**config.mk**
```make
export PLATFORM = sky130hd
export DESIGN_NAME = coeff_group_quant_vlc_encoder_unit_flat
export DESIGN_NICKNAME = d
export VERILOG_FILES = /design/src/rtl/core/cgqve_pkg.sv /design/src/rtl/core/cgqve_if.sv /design/src/rtl/core/coeff_group_quant_vlc_encoder_unit.sv /design/src/rtl/core/cgqve_lane.sv /design/src/rtl/core/cgqve_merge.sv /design/src/flat_wrapper.sv
export SDC_FILE = /design/constraint.sdc
export NUM_CORES = 2
export LEC_CHECK = 0
export BUFFER_PORTS_ARGS = -buffer_cell sky130_fd_sc_hd__buf_2
export CAP_MARGIN = 10
export CORE_ASPECT_RATIO = 1.75
export CORE_MARGIN = 2
export CORE_UTILIZATION = 25
export DETAILED_ROUTE_END_ITERATION = 16
export GPL_TIMING_DRIVEN = 0
export HOLD_SLACK_MARGIN = 0.08
export PLACE_DENSITY = 0.39
export SLEW_MARGIN = 15
export SYNTH_ARGS = -nofsm -noshare
export SYNTH_HDL_FRONTEND = slang
export SYNTH_HIERARCHICAL = 1
export SYNTH_SLANG_ARGS = --single-unit
```
**constraint.sdc**
```tcl
create_clock -name clk_i -period 5.2 [get_ports clk_i]
set_clock_uncertainty 0.1 [all_clocks]
set_input_delay 0.52 -clock clk_i [delete_from_list [all_inputs] [get_ports clk_i]]
set_output_delay 0.52 -clock clk_i [all_outputs]
set_load 0.02 [all_outputs]
```
**src/rtl/core/cgqve_pkg.sv**
```systemverilog
`default_nettype none

package cgqve_pkg;

  localparam int GroupsPerBlock = 10;
  localparam int GposWidth = 4;
  localparam int MaxCodes = 15;
  localparam int NumLanes = 4;

  localparam int NumSlots = 8;
  localparam logic [2:0] SlotDc = 3'd0;
  localparam logic [2:0] SlotZero = 3'd1;
  localparam logic [2:0] SlotPat = 3'd2;
  localparam logic [2:0] SlotLvA = 3'd3;
  localparam logic [2:0] SlotLvB = 3'd4;
  localparam logic [2:0] SlotLvC = 3'd5;
  localparam logic [2:0] SlotLvD = 3'd6;
  localparam logic [2:0] SlotEob = 3'd7;

  typedef struct packed {
    logic [10:0] bits;
    logic [3:0]  len;
  } code_t;

  localparam code_t CodeZeroGroup = '{bits: 11'h002, len: 4'd2};
  localparam code_t CodeEob = '{bits: 11'h00F, len: 4'd5};
  localparam logic [3:0] EscapeLen = 4'd11;

  typedef struct packed {
    logic [NumSlots-1:0]  mask;
    logic [3:0]           zeros;
    logic                 pat_nz;
    code_t                pat;
    code_t [NumLanes-1:0] lv;
  } plan_t;

  function automatic code_t pat_code(input logic [3:0] pat);
    code_t c;
    c.len = 4'd5;
    case (pat)
      4'd0:  begin c.bits = 11'h002; c.len = 4'd2; end
      4'd1:  c.bits = 11'h007;
      4'd2:  c.bits = 11'h00B;
      4'd3:  c.bits = 11'h003;
      4'd4:  c.bits = 11'h00D;
      4'd5:  c.bits = 11'h005;
      4'd6:  c.bits = 11'h009;
      4'd7:  c.bits = 11'h001;
      4'd8:  c.bits = 11'h00E;
      4'd9:  c.bits = 11'h006;
      4'd10: c.bits = 11'h00A;
      4'd11: c.bits = 11'h002;
      4'd12: c.bits = 11'h00C;
      4'd13: c.bits = 11'h004;
      4'd14: c.bits = 11'h008;
      4'd15: begin c.bits = 11'h003; c.len = 4'd2; end
      default: c.bits = 11'h000;
    endcase
    return c;
  endfunction

  function automatic code_t lvl_code(input logic signed [15:0] lv);
    code_t c;
    case (lv)
      -16'sd3: begin c.bits = 11'd3; c.len = 4'd4; end
      -16'sd2: begin c.bits = 11'd3; c.len = 4'd3; end
      -16'sd1: begin c.bits = 11'd3; c.len = 4'd2; end
      16'sd0:  begin c.bits = 11'd0; c.len = 4'd3; end
      16'sd1:  begin c.bits = 11'd2; c.len = 4'd2; end
      16'sd2:  begin c.bits = 11'd2; c.len = 4'd3; end
      16'sd3:  begin c.bits = 11'd2; c.len = 4'd4; end
      default: begin c.bits = {3'b000, lv[7:0]}; c.len = EscapeLen; end
    endcase
    return c;
  endfunction

endpackage

`default_nettype wire

```
**src/rtl/core/cgqve_if.sv**
```systemverilog
`default_nettype none

interface cgqve_in_if;
  logic               valid;
  logic               ready;
  logic signed [15:0] dc_value;
  logic signed [15:0] coef_a;
  logic signed [15:0] coef_b;
  logic signed [15:0] coef_c;
  logic signed [15:0] coef_d;
  logic [15:0]        recip_a;
  logic [15:0]        recip_b;
  logic [15:0]        recip_c;
  logic [15:0]        recip_d;

  modport source (
    output valid, dc_value, coef_a, coef_b, coef_c, coef_d,
    output recip_a, recip_b, recip_c, recip_d,
    input  ready
  );
  modport sink (
    input  valid, dc_value, coef_a, coef_b, coef_c, coef_d,
    input  recip_a, recip_b, recip_c, recip_d,
    output ready
  );
endinterface

interface cgqve_out_if;
  logic        valid;
  logic        ready;
  logic [10:0] code_bits;
  logic [3:0]  code_length;
  logic        last_of_item;

  modport source (output valid, code_bits, code_length, last_of_item, input ready);
  modport sink (input valid, code_bits, code_length, last_of_item, output ready);
endinterface

`default_nettype wire

```
**src/rtl/core/coeff_group_quant_vlc_encoder_unit.sv**
```systemverilog
// Flow: an accepted group beat is registered in the lanes, planned in the quantize
// state, and its N codewords (0..15) then leave through the single output register,
// one codeword per cycle while the output is free; no new group is taken until idle.
// Reset (rst_ni low, asynchronous): group position and pending zero count clear,
// the output register empties, and the unit returns to idle.
`default_nettype none

module coeff_group_quant_vlc_encoder_unit import cgqve_pkg::*; (
  input  wire logic    clk_i,
  input  wire logic    rst_ni,
  cgqve_in_if.sink     in_i,
  cgqve_out_if.source  out_o
);

  localparam logic [1:0] StIdle  = 2'd0;
  localparam logic [1:0] StQuant = 2'd1;
  localparam logic [1:0] StEmit  = 2'd2;

  logic [1:0]           state_q, state_d;
  logic [GposWidth-1:0] gpos_q, gpos_d;
  logic [3:0]           pending_q, pending_d;
  logic                 first_q, last_q;
  logic [7:0]           dc_q;
  logic [NumSlots-1:0]  mask_q, mask_d;
  logic [3:0]           zeros_q, zeros_d;
  code_t                pat_q;
  code_t [NumLanes-1:0] lv_q;
  logic                 ovalid_q, ovalid_d;
  code_t                ocode_q;
  logic                 olast_q;

  logic                 in_fire, out_free, load_out;
  logic                 first_d, last_d;
  logic signed [16:0]   dc_sum;
  logic signed [15:0]   level [NumLanes];
  plan_t                plan;
  logic [2:0]           slot;
  code_t                cur_code;
  logic [NumSlots-1:0]  rem;
  logic                 cur_final;

  assign in_i.ready = (state_q == StIdle);
  assign in_fire    = in_i.valid && in_i.ready;
  assign out_free   = !ovalid_q || out_o.ready;

  assign first_d = (gpos_q == '0);
  assign last_d  = ({1'b0, gpos_q} + 5'd1) >= 5'(GroupsPerBlock);
  assign dc_sum  = 17'(in_i.dc_value) + 17'sd32;

  cgqve_lane u_lane_a (.clk_i, .en_i(in_fire), .coef_i(in_i.coef_a),
                       .recip_i(in_i.recip_a), .level_o(level[0]));
  cgqve_lane u_lane_b (.clk_i, .en_i(in_fire), .coef_i(in_i.coef_b),
                       .recip_i(in_i.recip_b), .level_o(level[1]));
  cgqve_lane u_lane_c (.clk_i, .en_i(in_fire), .coef_i(in_i.coef_c),
                       .recip_i(in_i.recip_c), .level_o(level[2]));
  cgqve_lane u_lane_d (.clk_i, .en_i(in_fire), .coef_i(in_i.coef_d),
                       .recip_i(in_i.recip_d), .level_o(level[3]));

  cgqve_merge u_merge (
    .level_i  (level),
    .first_i  (first_q),
    .last_i   (last_q),
    .pending_i(pending_q),
    .plan_o   (plan)
  );

  always_comb begin
    slot = SlotEob;
    for (int i = NumSlots - 1; i >= 0; i--) begin
      if (mask_q[i]) begin
        slot = 3'(i);
      end
    end
    case (slot)
      SlotDc:   cur_code = '{bits: {3'b000, dc_q}, len: 4'd8};
      SlotZero: cur_code = CodeZeroGroup;
      SlotPat:  cur_code = pat_q;
      SlotLvA:  cur_code = lv_q[0];
      SlotLvB:  cur_code = lv_q[1];
      SlotLvC:  cur_code = lv_q[2];
      SlotLvD:  cur_code = lv_q[3];
      SlotEob:  cur_code = CodeEob;
      default:  cur_code = CodeEob;
    endcase
    rem = mask_q & ~(NumSlots'(1) << slot);
    if ((slot == SlotZero) && (zeros_q != 4'd1)) begin
      rem[SlotZero] = 1'b1;
    end
    cur_final = (rem == '0);
  end

  assign load_out = (state_q == StEmit) && out_free;

  always_comb begin
    state_d   = state_q;
    gpos_d    = gpos_q;
    pending_d = pending_q;
    mask_d    = mask_q;
    zeros_d   = zeros_q;
    ovalid_d  = ovalid_q;
    if (out_o.ready) begin
      ovalid_d = 1'b0;
    end
    case (state_q)
      StIdle: begin
        if (in_fire) begin
          state_d = StQuant;
        end
      end
      StQuant: begin
        mask_d  = plan.mask;
        zeros_d = plan.zeros;
        if (plan.pat_nz) begin
          pending_d = '0;
        end else if (pending_q != 4'd15) begin
          pending_d = pending_q + 4'd1;
        end
        if (last_q) begin
          gpos_d    = '0;
          pending_d = '0;
        end else begin
          gpos_d = gpos_q + GposWidth'(1);
        end
        state_d = (plan.mask == '0) ? StIdle : StEmit;
      end
      StEmit: begin
        if (load_out) begin
          ovalid_d = 1'b1;
          mask_d   = rem;
          if (slot == SlotZero) begin
            zeros_d = zeros_q - 4'd1;
          end
          if (cur_final) begin
            state_d = StIdle;
          end
        end
      end
      default: state_d = StIdle;
    endcase
  end

  always_ff @(posedge clk_i or negedge rst_ni) begin
    if (!rst_ni) begin
      state_q   <= StIdle;
      gpos_q    <= '0;
      pending_q <= '0;
      mask_q    <= '0;
      zeros_q   <= '0;
      ovalid_q  <= 1'b0;
    end else begin
      state_q   <= state_d;
      gpos_q    <= gpos_d;
      pending_q <= pending_d;
      mask_q    <= mask_d;
      zeros_q   <= zeros_d;
      ovalid_q  <= ovalid_d;
    end
  end

  always_ff @(posedge clk_i) begin
    if (in_fire) begin
      first_q <= first_d;
      last_q  <= last_d;
      dc_q    <= dc_sum[13:6];
    end
    if (state_q == StQuant) begin
      pat_q <= plan.pat;
      lv_q  <= plan.lv;
    end
    if (load_out) begin
      ocode_q <= cur_code;
      olast_q <= cur_final;
    end
  end

  assign out_o.valid        = ovalid_q;
  assign out_o.code_bits    = ocode_q.bits;
  assign out_o.code_length  = ocode_q.len;
  assign out_o.last_of_item = olast_q;

  a_accept_to_quant: assert property (@(posedge clk_i) disable iff (!rst_ni)
    in_fire |=> (state_q == StQuant))
    else $error("accepted group did not enter quantization");

  a_gpos_range: assert property (@(posedge clk_i) disable iff (!rst_ni)
    gpos_q < GposWidth'(GroupsPerBlock))
    else $error("group position beyond block");

  a_emit_has_work: assert property (@(posedge clk_i) disable iff (!rst_ni)
    (state_q == StEmit) |-> (mask_q != '0))
    else $error("emit state with no codeword left");

  a_block_start_clean: assert property (@(posedge clk_i) disable iff (!rst_ni)
    (gpos_q == '0) |-> (pending_q == '0))
    else $error("pending zero groups carried across block boundary");

endmodule

`default_nettype wire

```
**src/rtl/core/cgqve_lane.sv**
```systemverilog
`default_nettype none

module cgqve_lane (
  input  wire logic               clk_i,
  input  wire logic               en_i,
  input  wire logic signed [15:0] coef_i,
  input  wire logic [15:0]        recip_i,
  output logic signed [15:0]      level_o
);

  logic signed [32:0] prod;
  logic signed [33:0] sum;
  logic signed [15:0] level_q;

  assign prod = coef_i * $signed({1'b0, recip_i});
  assign sum  = 34'(prod) + 34'sd32768;

  always_ff @(posedge clk_i) begin
    if (en_i) begin
      level_q <= sum[31:16];
    end
  end

  assign level_o = level_q;

endmodule

`default_nettype wire

```
**src/rtl/core/cgqve_merge.sv**
```systemverilog
`default_nettype none

module cgqve_merge import cgqve_pkg::*; (
  input  wire logic signed [15:0] level_i [NumLanes],
  input  wire logic               first_i,
  input  wire logic               last_i,
  input  wire logic [3:0]         pending_i,
  output plan_t                   plan_o
);

  logic [NumLanes-1:0] nz;
  logic [3:0]          pat;
  logic [2:0]          nz_cnt;
  logic [4:0]          room;
  logic [3:0]          zeros;

  always_comb begin
    for (int i = 0; i < NumLanes; i++) begin
      nz[i] = (level_i[i] != 16'sd0);
    end
    if (first_i) begin
      nz[0] = 1'b0;
    end
    pat    = {nz[0], nz[1], nz[2], nz[3]};
    nz_cnt = 3'(nz[0]) + 3'(nz[1]) + 3'(nz[2]) + 3'(nz[3]);
    room   = 5'(MaxCodes) - 5'(first_i) - 5'd1 - 5'(nz_cnt) - 5'(last_i);
    zeros  = ({1'b0, pending_i} < room) ? pending_i : room[3:0];

    plan_o.pat_nz = (pat != 4'd0);
    plan_o.zeros  = plan_o.pat_nz ? zeros : 4'd0;
    plan_o.pat    = pat_code(pat);
    for (int i = 0; i < NumLanes; i++) begin
      plan_o.lv[i] = lvl_code(level_i[i]);
    end
    plan_o.mask           = '0;
    plan_o.mask[SlotDc]   = first_i;
    plan_o.mask[SlotZero] = plan_o.pat_nz && (zeros != 4'd0);
    plan_o.mask[SlotPat]  = plan_o.pat_nz;
    plan_o.mask[SlotLvA]  = nz[0];
    plan_o.mask[SlotLvB]  = nz[1];
    plan_o.mask[SlotLvC]  = nz[2];
    plan_o.mask[SlotLvD]  = nz[3];
    plan_o.mask[SlotEob]  = last_i;
  end

endmodule

`default_nettype wire

```
**src/flat_wrapper.sv**
```systemverilog
// flat-port wrapper written by rule: the top's interface ports become plain ports
module coeff_group_quant_vlc_encoder_unit_flat import cgqve_pkg::*;
  (clk_i, rst_ni, in_i_valid, in_i_dc_value, in_i_coef_a, in_i_coef_b, in_i_coef_c, in_i_coef_d, in_i_recip_a, in_i_recip_b, in_i_recip_c, in_i_recip_d, in_i_ready, out_o_valid, out_o_code_bits, out_o_code_length, out_o_last_of_item, out_o_ready);
  cgqve_in_if in_i_i ();
  cgqve_out_if out_o_i ();
  input  wire logic clk_i;
  input  wire logic rst_ni;
  input wire logic [$bits(in_i_i.valid)-1:0] in_i_valid;
  input wire logic [$bits(in_i_i.dc_value)-1:0] in_i_dc_value;
  input wire logic [$bits(in_i_i.coef_a)-1:0] in_i_coef_a;
  input wire logic [$bits(in_i_i.coef_b)-1:0] in_i_coef_b;
  input wire logic [$bits(in_i_i.coef_c)-1:0] in_i_coef_c;
  input wire logic [$bits(in_i_i.coef_d)-1:0] in_i_coef_d;
  input wire logic [$bits(in_i_i.recip_a)-1:0] in_i_recip_a;
  input wire logic [$bits(in_i_i.recip_b)-1:0] in_i_recip_b;
  input wire logic [$bits(in_i_i.recip_c)-1:0] in_i_recip_c;
  input wire logic [$bits(in_i_i.recip_d)-1:0] in_i_recip_d;
  output wire logic [$bits(in_i_i.ready)-1:0] in_i_ready;
  output wire logic [$bits(out_o_i.valid)-1:0] out_o_valid;
  output wire logic [$bits(out_o_i.code_bits)-1:0] out_o_code_bits;
  output wire logic [$bits(out_o_i.code_length)-1:0] out_o_code_length;
  output wire logic [$bits(out_o_i.last_of_item)-1:0] out_o_last_of_item;
  input wire logic [$bits(out_o_i.ready)-1:0] out_o_ready;
  assign in_i_i.valid = in_i_valid;
  assign in_i_i.dc_value = in_i_dc_value;
  assign in_i_i.coef_a = in_i_coef_a;
  assign in_i_i.coef_b = in_i_coef_b;
  assign in_i_i.coef_c = in_i_coef_c;
  assign in_i_i.coef_d = in_i_coef_d;
  assign in_i_i.recip_a = in_i_recip_a;
  assign in_i_i.recip_b = in_i_recip_b;
  assign in_i_i.recip_c = in_i_recip_c;
  assign in_i_i.recip_d = in_i_recip_d;
  assign in_i_ready = in_i_i.ready;
  assign out_o_valid = out_o_i.valid;
  assign out_o_code_bits = out_o_i.code_bits;
  assign out_o_code_length = out_o_i.code_length;
  assign out_o_last_of_item = out_o_i.last_of_item;
  assign out_o_i.ready = out_o_ready;
  coeff_group_quant_vlc_encoder_unit u_core (.clk_i(clk_i), .rst_ni(rst_ni), .in_i(in_i_i), .out_o(out_o_i));
endmodule
```
==> out/metrics.yaml <==
cells_and_area:
  syn2layout_area_growth_pct: 28.1
  layout.cells.non_filler: 7293
  drive_above_1_share_pct: 21.8
  num-nets-final: 6443
drt:
  drc_errors: 0
  viasPerCell: 4.54
  routed_wl_mm: 152
  drtPass1Iterations: 5
  routedWlPerCell_um: 20.9
  dr_total_vias: 33100
  drt_first_iter_violations: 1484
  ant_nets: 0
floorplan:
  die_w_um: 317
  initial_core_util_pct: 25.1
  core_um2: 171000
  io_pins: 166
  core.rowCount: 201
  die-area_um2: 175000
  die_h_um: 552
run_status:
  violations: "setup timing"
  status: "complete, but fails checks"
setup_path:
  arrival_ns: 6.00
  critPathMaxFanout: 6
  critical_path_class: "input pin to register"
  start_kind: "input pin"
  crit_path_end_kind: "register"
  required_ns: 5.30
cts:
  cts_tree: "done"
  clockBufferDepth: 2
  clk_pin_slew_ns: 0.08
  root_buffer: "clkbuf_16"
  cts_buffers: 17
  htreeDepth: 4
  clock_latency_ns: 0.45
  numClockSinks: 188
global_routing:
  track_usage_pct: 17.6
  grt_max_degree: 43
  grt_pass1_wl_mm: 229
  antenna_found_initial: 5
  grt_pass1_vias: 37100
  grt-ovfl-total: 0
synth:
  synth_edf_count: 165
  ys_types: 99
  ys_seq_area_share_pct: 12.9
  synthesis.instances: 4583
  synth_area_um2: 42900
  avgSynthCellArea_um2: 9.36
  ys_async_sr_fraction_pct: 12.2
  ys_ff_latch: 188
  synth_top_flop_cell: "edfxtp_1"
  ys.warnings.count: 6
placed_design:
  place_ws_ns: -2.11
  hpwlAfterDp_mm: 125
  place_congestion: 0.860
  port_buffers: 158
  dp_cells: 6997
sta:
  finalHoldViolCount: 0
  fin_crit_sh_pct: 113
  layout_setup_ws_ns: -0.700
  setup_viol: 61
  worstMarginPinSlew_ns: 1.03
  slew_headroom_pct: 31.1
  min_period_ns: 5.90
  slew_viol_final: 0
  rsz0062_at_grt: "yes"
  clock.fmax_mhz: 169
min_path:
  hp-class: "input pin to register"
job:
  maxCapViolCount: 0
==> sequential cells by signal, indices dropped and copies added (netlist names) <==
| register | cells |
|---|---|
| u_core/dc_q | 8 |
| u_core/first_q | 1 |
| u_core/zeros_q | 4 |
| u_core/u_lane_b/level_o | 16 |
| u_core/u_lane_d/level_o | 16 |
| u_core/last_q | 1 |
| u_core/pending_q | 4 |
| u_core/out_o.code_bits | 11 |
| u_core/u_lane_a/level_o | 16 |
| u_core/lv_q | 60 |
| u_core/state_q | 2 |
| u_core/out_o.last_of_item | 1 |
| u_core/out_o.code_length | 4 |
| u_core/gpos_q | 4 |
| u_core/pat_q | 15 |
| u_core/u_lane_c/level_o | 16 |
| u_core/out_o.valid | 1 |
| u_core/mask_q | 8 |
==> Yosys cell counts (31+ instances only) <==
library cell	instances	area (um2)
inv_1	944	3540
fa_1	773	15500
nand2_1	607	2280
ha_1	476	5960
and2_1	466	2920
edfxtp_1	165	4950
clkbuf_1	143	537
a21oi_1	123	616
o21ai_0	82	410
nor2_1	81	304
nor2b_1	60	375
xnor2_1	60	526
nand4_1	43	269
nand2b_1	42	263
nor3_1	40	200
a21o_1	31	233
==> worst max-delay path, stage by stage <==
cell and delay, ns:
buf_12 0.11, clkbuf_16 0.14, and2_4 0.13, fa_1 0.52, inv_2 0.04, fa_1 0.47
fa_1 0.54, inv_2 0.04, fa_1 0.45, fa_1 0.49, inv_1 0.05, fa_2 0.56
inv_2 0.05, ha_4 0.31, nand2_4 0.05, or3_4 0.35, a211o_1 0.31, o221ai_4 0.24
a41o_4 0.34, a31oi_4 0.12, xnor2_2 0.16
==> metal layers <==
metal  routed length, um  vias up  global-route usage (%)  part of all wire (%)
met3                3300      230                    1.29                   2.2
met4                7390        2                    7.04                   4.9
li1                    -    15200                       -                     -
met2               87600      618                    35.5                    58
met1               53800    17100                    18.1                    35
met5                  10        -                       0                0.0066
==> path summary, 6_finish.rpt <==
path | end | slack [ns] | startpoint | cells after the start
worst max-delay path | u_core/u_lane_b/level_o[9] | -0.70 | in_i_coef_b[5] | 21
worst min-delay path | u_core/state_q[0] | 0.29 | in_i_valid | 2
worst max register to register | u_core/zeros_q[0] | 0.59 | u_core/u_lane_d/level_o[12] | 14
worst min register to register | u_core/out_o.valid | 0.45 | u_core/out_o.valid | 2
max in group asynchronous | u_core/pending_q[3] | 4.00 | rst_ni | 2
min in group asynchronous | u_core/mask_q[2] | 0.58 | rst_ni | 2
==> per-stage QoR <==
stage	utilization (%)	hold slack (ns)	area [um2]	TNS (ns)
after floorplan	-	0.124	44200	-19.93
after detailed placement	28.0	0.426	47900	-91.72
after CTS	31.3	0.243	53500	-24.97
after global routing	32.1	0.264	55000	-32.82
after global placement	28.0	0.421	47800	-102.23
final	32.1	0.287	55000	-25.15
==> final cells by class <==
cell class                      count  area (um2)
Fill cell                       17900      116000
Multi-Input combinational cell   3281       35600
Sequential cell                   188        5530
Timing Repair Buffer              425        4070
Inverter                          945        3550
Buffer                            188        2900
Tap cell                         2233        2790
Clock buffer                       17         425
Clock inverter                     14         151
Antenna cell                        2        5.00
==> kinds of logic after synthesis <==
kind of cell / after synthesis / share of synthesized area, %
mux: 20 / 0.478
compound gates: 441 / 7.02
other cells: 1 / 0.00874
fa+ha+maj: 1251 / 50.0
flops: 188 / 12.9
xor+xnor: 77 / 1.60
simple gates: 1472 / 17.7
buf+inv: 1133 / 10.3
==> what timing repair did <==
| action | 4_1_cts | 5_1_grt |
|---|---|---|
| setup buffers | 188 | 71 |
| hold buffers | 1 | 0 |
| gates resized for setup | 749 | 229 |
| pin swaps | 221 | 178 |
| setup endpoints to repair | 64 | 64 |
| gates cloned | 5 | 5 |
| endpoints found under the hold margin | 23 | 0 |
==> placed cells by master, fill, tap and decap left out, types with 23 or more instances in the layout <==
cell / n
a21o_1: 31
a21oi_1: 85
a21oi_4: 24
and2_1: 434
and2_4: 32
buf_12: 41
buf_2: 59
buf_4: 253
buf_6: 82
buf_8: 29
clkbuf_16: 91
clkbuf_8: 37
dfrtp_1: 23
edfxtp_1: 165
fa_1: 709
fa_2: 64
ha_1: 428
ha_4: 42
inv_1: 892
inv_2: 50
nand2_1: 566
nand2_2: 25
nand2b_1: 41
nand3_1: 24
nand4_1: 43
nor2_1: 70
nor2b_1: 55
o21ai_0: 56
xnor2_1: 51
Power is not shown: default switching activity piles up to over one toggle a cycle in this logic, so the estimate is an artifact.
